**config.mk**
```make
export PLATFORM = sky130hd
export DESIGN_NAME = bfnc_relax_unit
export DESIGN_NICKNAME = d
export VERILOG_FILES = /design/src/bfnc_pkg.sv /design/src/bfnc_relax_unit.sv
export SDC_FILE = /design/constraint.sdc
export NUM_CORES = 1
export LEC_CHECK = 0
export BUFFER_PORTS_ARGS = -buffer_cell sky130_fd_sc_hd__buf_2
export CORE_MARGIN = 1.5
export CORE_UTILIZATION = 56
export DETAILED_ROUTE_END_ITERATION = 8
export MAX_ROUTING_LAYER = met4
export PLACE_DENSITY_LB_ADDON = 0.25
export SYNTH_ARGS = -nofsm -noshare
export SYNTH_HDL_FRONTEND = slang
export SYNTH_SLANG_ARGS = --single-unit
```
**constraint.sdc**
```tcl
create_clock -name vclk -period 11.68
set_input_delay 1.752 -clock vclk [all_inputs]
set_output_delay 1.752 -clock vclk [all_outputs]
set_load 0.01 [all_outputs]
```
**src/bfnc_pkg.sv**
```systemverilog
// shared types and constants for the bellman-ford shortest path block
package bfnc_pkg;

	// node id width on the ports
	localparam int NODE_BITS = 6;
	// stored distance width and its saturation bounds
	localparam int DIST_BITS = 23;
	localparam int signed DIST_MAX = 4194303;
	localparam int signed DIST_MIN = -4194304;
	// reported distance width and its saturation bounds
	localparam int OUT_BITS = 22;
	localparam int signed OUT_MAX = 2097151;
	localparam int signed OUT_MIN = -2097152;

	// input commands
	typedef enum logic [1:0] {
		CMD_CLEAR = 2'd0,
		CMD_ADD   = 2'd1,
		CMD_RUN   = 2'd2,
		CMD_NONE  = 2'd3
	} cmd_t;

	// relaxation decision and the saturated candidate distance
	typedef struct packed {
		logic                        relax;
		logic signed [DIST_BITS-1:0] cand;
	} relax_res_t;

endpackage

```
**src/bfnc_relax_unit.sv**
```systemverilog
// shared relaxation unit: full-width add, compare and saturate
module bfnc_relax_unit #(
	parameter int WEIGHT_BITS = 16
) (
	input  logic signed [bfnc_pkg::DIST_BITS-1:0] tail_dist,
	input  logic signed [bfnc_pkg::DIST_BITS-1:0] head_dist,
	input  logic                                  head_reached,
	input  logic signed [WEIGHT_BITS-1:0]         weight,
	output bfnc_pkg::relax_res_t                  res
);
	import bfnc_pkg::*;

	localparam int SUM_BITS = ((WEIGHT_BITS > DIST_BITS) ? WEIGHT_BITS : DIST_BITS) + 1;

	logic signed [SUM_BITS-1:0] tail_x;
	logic signed [SUM_BITS-1:0] head_x;
	logic signed [SUM_BITS-1:0] weight_x;
	logic signed [SUM_BITS-1:0] sum;
	logic signed [SUM_BITS-1:0] sat_hi;
	logic signed [SUM_BITS-1:0] sat_lo;

	assign tail_x   = SUM_BITS'(tail_dist);
	assign head_x   = SUM_BITS'(head_dist);
	assign weight_x = SUM_BITS'(weight);
	assign sum      = tail_x + weight_x;
	assign sat_hi   = SUM_BITS'(DIST_MAX);
	assign sat_lo   = SUM_BITS'(DIST_MIN);

	// compare on the full sum, store a saturated value
	always_comb begin
		res.relax = !head_reached || (sum < head_x);
		if (sum > sat_hi) begin
			res.cand = DIST_BITS'(DIST_MAX);
		end else if (sum < sat_lo) begin
			res.cand = DIST_BITS'(DIST_MIN);
		end else begin
			res.cand = sum[DIST_BITS-1:0];
		end
	end

endmodule

```
After elaboration in Yosys (flattened, before gate mapping)
Cells that the tools add are included.
{"block": "op_classes", "reduce_logical": 2, "addsub": 1, "magnitude_cmp": 3, "muxes": 2}
{"op": "$mux 23", "n": 2}
{"op": "$add 23x16->24", "n": 1}
{"op": "$gt 24x23->1 const B", "n": 1}
{"op": "$lt 24x23->1", "n": 1}
{"op": "$lt 24x23->1 const B", "n": 1}
{"op": "$logic_not 1->1", "n": 1}
{"op": "$logic_or 1x1->1", "n": 1}
{"block": "totals", "ff_bits": 0, "output_inout_bits": 24, "inputBits": 63, "wordCells": 8}

Logic depth before layout (Yosys ltp)
Gate-level depths: netlist of run 1.
{"block": "depth", "ltp_word": 4, "ltp_mapped": 18, "depth_no_buf": 18}

Worst setup path before layout of run 1
OpenSTA, ideal clock, no wires.
{"block": "synth_timing", "kind": "input-to-output", "startpoint": "input port tail_dist[12] (netlist name)", "endpoint": "output port res[23] (netlist name)", "cell_stages": 16, "path_slack_ns": 4.806, "n_path_buf": 0, "arrival_ns": 5.122, "required_ns": 9.928, "cell_sequence": "ha_1 a21o_1 a21o_1 a221o_1 or2_2 or4_1 nand4_1 ha_1 a21o_1 a21o_1 a21o_1 a21oi_1 nor2b_1 o21ai_0 nand3_1 o2111ai_1"}
{"item": "from (decl)", "line_no": "bfnc_relax_unit.sv:5", "source": "input logic signed [bfnc_pkg::DIST_BITS-1:0] tail_dist,"}
{"item": "to (decl)", "line_no": "bfnc_relax_unit.sv:9", "source": "output bfnc_pkg::relax_res_t res"}

==> results of run 1 <==
[path summary, 6_finish.rpt]
| path | startpoint | endpoint | slack (ns) | cells past startpoint |
|---|---|---|---|---|
| worst max-delay path | tail_dist[6] | res[23] | 4.27 | 18 |
| worst min-delay path | head_reached | res[23] | 3.79 | 3 |
[cell families after synthesis]
family / after synthesis / share of synthesized area [%]
AOI/OAI and AO/OA: 91 / 30.5
xor gates and xnor gates: 18 / 7.63
adders and majority gates: 63 / 35.7
buffers and inverters: 39 / 7.98
and+or+nand+nor: 76 / 18.3
[routing by layer]
layer / GRT usage (%) / part of all wire, % / routed length, um / vias up
li1: - / - / - / 1229
met5: - / 0 / 0 / -
met3: 0.685 / 4.8 / 252 / 4
met2: 46.2 / 48 / 2510 / 79
met1: 32.8 / 47 / 2470 / 1103
met4: 2.86 / 0.59 / 31 / 0
[cells in the mapped netlist, drive strengths merged, types with 4 or more instances]
| library cell | number |
|---|---|
| nor2 | 19 |
| nand3 | 4 |
| nand2b | 6 |
| nand4 | 7 |
| xnor2 | 11 |
| ha | 46 |
| a211oi | 5 |
| inv | 33 |
| buf | 5 |
| a21oi | 20 |
| nand2 | 19 |
| maj3 | 16 |
| o21ai | 16 |
| o211ai | 14 |
| xor2 | 7 |
| a21o | 13 |
[stage by stage]
step	area (um^2)	hold WS, ns
6_report	2620	3.79
5_1_grt	2620	3.82
4_1_cts	2620	3.79
3_5_place_dp	2620	3.79
3_3_place_gp	2620	3.78
2_1_floorplan	2160	3.61
[area by class of cell]
class                      instances  area share (%)
multi-input combinational        248            76.1
timing repair buffer              88            16.9
inverter                          33            4.73
tap                               48            2.29
[power breakdown]
group	internal (mW)	total (mW)	switching (mW)	leakage, nW
logic	0.0988	0.218	0.119	1.38
clock network	0	0	0	0
registers	0	0	0	0
total	0.0988	0.218	0.119	1.38
==> impl_metrics.py, run 1 <==
metrics = {
    "clock_tree": {
        "cts_hold_buf": 0,
        "cts_resized": 0,
        "cts_post_setup_buffers_inserted": 0,
    },
    "floorplan": {
        "core.rowCount": 22,
        "die-width_um": 65.2,
        "boundaryPins": 87,
        "fp.coreArea_um2": 3690,
        "floorplan.die_area_um2": 4250,
        "start_util_pct": 58.7,
        "vert_die_dim_um": 65.2,
    },
    "synthesis": {
        "synth_area_um2": 2160,
        "synthDominantCellAreaShare_pct": 26.6,
        "synth_top_area_cell": "ha_1",
        "synth_area_leaders": "ha_1 27%, maj3_2 6.8%, inv_1 5.7%, o211ai_1 4.9%, a21oi_1 4.6%",
        "synth.net_count": 397,
        "avgSynthCellArea_um2": 7.54,
        "synthDistinctLibCells": 56,
        "yosysWarnings": 0,
        "postSynthCellCount": 287,
        "seq_area_frac_synth_pct": 0,
    },
    "setup_path": {
        "worstPathMaxFanout": 5,
        "worst-endpoint-required_ns": 9.93,
        "path_class": "input port to output port",
        "slowest_stage": "a21boi_0",
        "cp_num_buf_inv": 2,
        "slowest_delay_ns": 0.45,
        "crit_path_end_kind": "output port",
        "arrival_ns": 5.66,
        "top_delay_family_on_crit_path": "compound AO/OA/AOI/OAI gates",
        "setup.worst_path.start_class": "input port",
        "critical_path.cell_chain": "buf_2 > ha_1 > a21oi_1 > a21boi_0 > nor3_1 > or2_2 > or4_1 > nand4_1 > ha_1 > a21o_1 > a21o_1 > a21o_1 > a21oi_1 > nor2b_1 > o21ai_0 > nand3_1 > o2111ai_1 > buf_2",
        "path_common_cell": "a21o_1",
    },
    "pwr": {
        "power.total_mw": 0.218,
        "power.ir.vdd_worst_uv": 38.7,
        "static-leakage-power_nw": 1.38,
        "powerDensity_nw_per_um2": 83.1,
    },
    "sta": {
        "setup_violations": 0,
        "totalNegativeSetupSlack_ns": 0,
        "rsz0062_at_grt": "false",
        "setup_ws_ns": 4.27,
        "timing.final.max_slew_violations": 0,
        "max_slew_margin_pct": 45.8,
        "tightestPinTransition_ns": 0.803,
        "fmax_ghz": 0.135,
        "final.period_utilization_pct": 63.4,
        "post-route-min-period_ns": 7.41,
        "hold_violations": 0,
    },
    "drt": {
        "drtAntennaViolNets": 0,
        "routedWlPerCell_um": 12.6,
        "drt-total-wl_um": 5270,
        "first_iter_violations": 90,
        "dr_total_vias": 2415,
        "via_per_inst": 5.79,
        "first_drt_pass_iteration_count": 4,
        "post-route-drc-count": 0,
    },
    "finish": {
        "antenna-diode-count": 0,
        "ratio_of_cells_with_drive_above_1_in_the_final_layout_pct": 30.6,
        "nFillCells": 347,
        "most_common_cell_after_layout_fill_and_taps_aside": "buf_2",
        "multiInputGateArea_um2": 1990,
        "register_area_um2": 0,
        "area.growth.synth_to_final_pct": 21.0,
        "final_core_util_pct": 71.0,
        "final_cells": 417,
        "mostFrequentLayoutCells": "87 x buf_2, 46 x ha_1, 33 x inv_1",
        "nNetsFinal": 481,
        "sequential_cell_count": 0,
        "clkbuf_count": 0,
    },
    "global_routing": {
        "wire_length_of_the_first_global_routing_pass_um": 8910,
        "antenna_found_initial": 0,
        "grtUsageTotal_pct": 25.5,
        "globalRoute.totalOverflow": 0,
        "first_global_vias": 2176,
        "grt_start_max_net_pins": 23,
    },
    "hold_path": {
        "hold_class": "input port to output port",
    },
    "outcome": {
        "run_status": "completed",
    },
    "place": {
        "finalWeightedCongestion": 0.889,
        "portBuffers": 87,
        "hpwl_um": 4660,
        "place_ws_ns": 4.36,
        "post-place-cells": 417,
    },
    "flow_run": {
        "maxCapViolations": 0,
    },
}
No activity file was read; power rests on OpenSTA's default activity.
==> run 2: changes to the inputs <==
--- a/config.mk
+++ b/config.mk
@@ -7,7 +7,7 @@
 export LEC_CHECK = 0
 export BUFFER_PORTS_ARGS = -buffer_cell sky130_fd_sc_hd__buf_2
 export CORE_MARGIN = 1.5
-export CORE_UTILIZATION = 56
+export CORE_UTILIZATION = 47
 export DETAILED_ROUTE_END_ITERATION = 8
 export MAX_ROUTING_LAYER = met4
 export PLACE_DENSITY_LB_ADDON = 0.25
==> constraint.sdc (replaced) <==
create_clock -name vclk -period 6.46
set_input_delay 0.969 -clock vclk [all_inputs]
set_output_delay 0.969 -clock vclk [all_outputs]
set_load 0.01 [all_outputs]
==> run 2 against run 1 <==
  * Hold slack lost 1.6 ns
  * Final area grew 0.76%
  * Cell count grew 1.4%
  * Critical endpoint unchanged
  * Wire length grew 2.3%
  * Count of clock-buffer cells in the layout is the same
  * Via count shrank 2.4%
  * Sequential share of layout area is the same
==> impl_metrics.py, run 2 (synthesis gave the netlist of run 1 again) <==
metrics = {
    "pwr": {
        "part_of_the_total_power_dissipated_in_combinational_logic_pct": 100.0,
        "p_switching_mw": 0.216,
        "switching_share_pct": 54.3,
        "pwr-share-seq_pct": 0,
        "powerDensity_nw_per_um2": 150,
        "static-leakage-power_nw": 1.39,
        "power.ir.vdd_worst_uv": 60.1,
        "intPower_mw": 0.181,
        "share_clk_of_total_power_pct": 0,
    },
    "sta": {
        "finalHoldWorstSlack_ns": 2.24,
        "tightestPinTransition_ns": 0.483,
        "fmax_ghz": 0.174,
        "timing.final.max_slew_violations": 0,
        "max_slew_margin_pct": 67.8,
        "final.period_utilization_pct": 89.2,
        "hold_violations": 0,
        "setup_violations": 0,
        "post-route-min-period_ns": 5.76,
        "setup_ws_ns": 0.700,
        "totalNegativeSetupSlack_ns": 0,
        "rsz0062_at_grt": "false",
    },
    "place": {
        "post-place-cells": 423,
        "place_ws_ns": 0.753,
        "finalWeightedCongestion": 0.890,
        "hpwl_um": 4650,
        "dpl-instance-area_um2": 2640,
        "portBuffers": 87,
    },
    "global_routing": {
        "globalRoute.totalOverflow": 0,
        "grt_start_max_net_pins": 23,
        "first_global_vias": 2123,
        "antenna_found_initial": 0,
        "grtUsageTotal_pct": 21.3,
        "wire_length_of_the_first_global_routing_pass_um": 9010,
    },
    "clock_tree": {
        "cts_resized": 0,
        "cts_post_setup_buffers_inserted": 0,
        "cts_hold_buf": 0,
    },
    "drt": {
        "dr_total_vias": 2356,
        "drtAntennaViolNets": 0,
        "first_iter_violations": 87,
        "via_per_inst": 5.57,
        "routedWlPerCell_um": 12.7,
        "drt-total-wl_um": 5390,
        "first_drt_pass_iteration_count": 4,
        "post-route-drc-count": 0,
    },
    "floorplan": {
        "die-width_um": 70.9,
        "start_util_pct": 49.4,
        "core.rowCount": 24,
        "boundaryPins": 87,
        "vert_die_dim_um": 70.9,
        "floorplan.die_area_um2": 5020,
        "fp.coreArea_um2": 4380,
    },
    "setup_path": {
        "setup.worst_path.start_class": "input port",
        "slowest_delay_ns": 0.41,
        "slowest_stage": "or4_1",
        "path_class": "input port to output port",
        "arrival_ns": 4.79,
        "critical_path.cell_chain": "buf_2 > ha_1 > a21oi_1 > a21boi_0 > nor3_1 > or2_2 > or4_1 > nand4_1 > ha_1 > a21o_1 > a21o_1 > a21o_1 > a21oi_1 > nor2b_1 > o21ai_0 > nand3_1 > o2111ai_1 > buf_2",
        "worst-endpoint-required_ns": 5.49,
        "worstPathMaxFanout": 5,
        "crit_path_end_kind": "output port",
        "path_common_cell": "a21o_1",
    },
    "hold_path": {
        "whs_path_depth": 3,
        "hold_class": "input port to output port",
        "hold_start": "head_reached",
        "whs_endpoint": "res[23]",
    },
    "finish": {
        "ratio_of_cells_with_drive_above_1_in_the_final_layout_pct": 31.0,
        "mostFrequentLayoutCells": "87 x buf_2, 46 x ha_1, 33 x inv_1",
        "final_cells": 423,
        "sequential_cell_count": 0,
        "clkbuf_count": 0,
        "antenna-diode-count": 0,
        "register_area_um2": 0,
        "layout.cell_area.non_filler_um2": 2640,
        "nFillCells": 425,
        "nNetsFinal": 483,
        "most_common_cell_after_layout_fill_and_taps_aside": "buf_2",
        "area.growth.synth_to_final_pct": 21.9,
    },
    "flow_run": {
        "maxCapViolations": 0,
    },
    "outcome": {
        "run_status": "completed",
    },
}
==> run 2: cell count changes in the layout (fill, tap and decap cells not counted) <==
cell   before  now
buf_4       1    3
==> run 2: routing by layer <==
layer / part of all wire [%] / GRT usage [%]
met2: 46 / 36.1
met5: 0 / -
met3: 5.3 / 0.427
met4: 0 / 0.629
met1: 48 / 30.2
==> run 2: metrics by stage <==
| step | total power, mW | util, % |
|---|---|---|
| 2_1_floorplan | 0.287 | - |
| 3_3_place_gp | 0.390 | 60.2 |
| 3_5_place_dp | 0.395 | 60.2 |
| 4_1_cts | 0.397 | 60.2 |
| 5_1_grt | 0.444 | 60.2 |
| 6_report | 0.397 | 60.2 |
==> run 2: power groups by stage <==
stage | clock network, mW | logic [mW] | registers [mW]
final | 0 | 0.397 | 0
after global routing | 0 | 0.444 | 0
after CTS | 0 | 0.397 | 0
after detailed placement | 0 | 0.395 | 0
after global placement | 0 | 0.390 | 0
after floorplan | 0 | 0.287 | 0
==> run 2: cell type report <==
type | instances | area, um^2 | share of cell area [%]
timing repair buffer | 90 | 458 | 17.4
inverter | 33 | 124 | 4.69
multi-input combinational | 248 | 1990 | 75.5
tap | 52 | 65.1 | 2.47
==> run 2: worst max-delay path: cells and delay by family <==
| family | cells | cell delay, ns |
|---|---|---|
| adder cells (fa/ha/maj) | 2 | 0.64 |
| AND/OR/NAND/NOR | 6 | 1.21 |
| buffers and inverters | 2 | 0.26 |
| AO/OA/AOI/OAI | 8 | 1.69 |
==> run 2: worst max-delay path by stage <==
stage                   from  endpoint  slack, ns  depth (start not counted)
2_1_floorplan  tail_dist[12]   res[23]       1.15                         16
3_3_place_gp   tail_dist[12]   res[23]       0.82                         18
3_5_place_dp   tail_dist[12]   res[23]       0.75                         18
4_1_cts        tail_dist[12]   res[23]       0.74                         18
5_1_grt         tail_dist[6]   res[23]       0.46                         18
6_report        tail_dist[6]   res[23]       0.70                         18
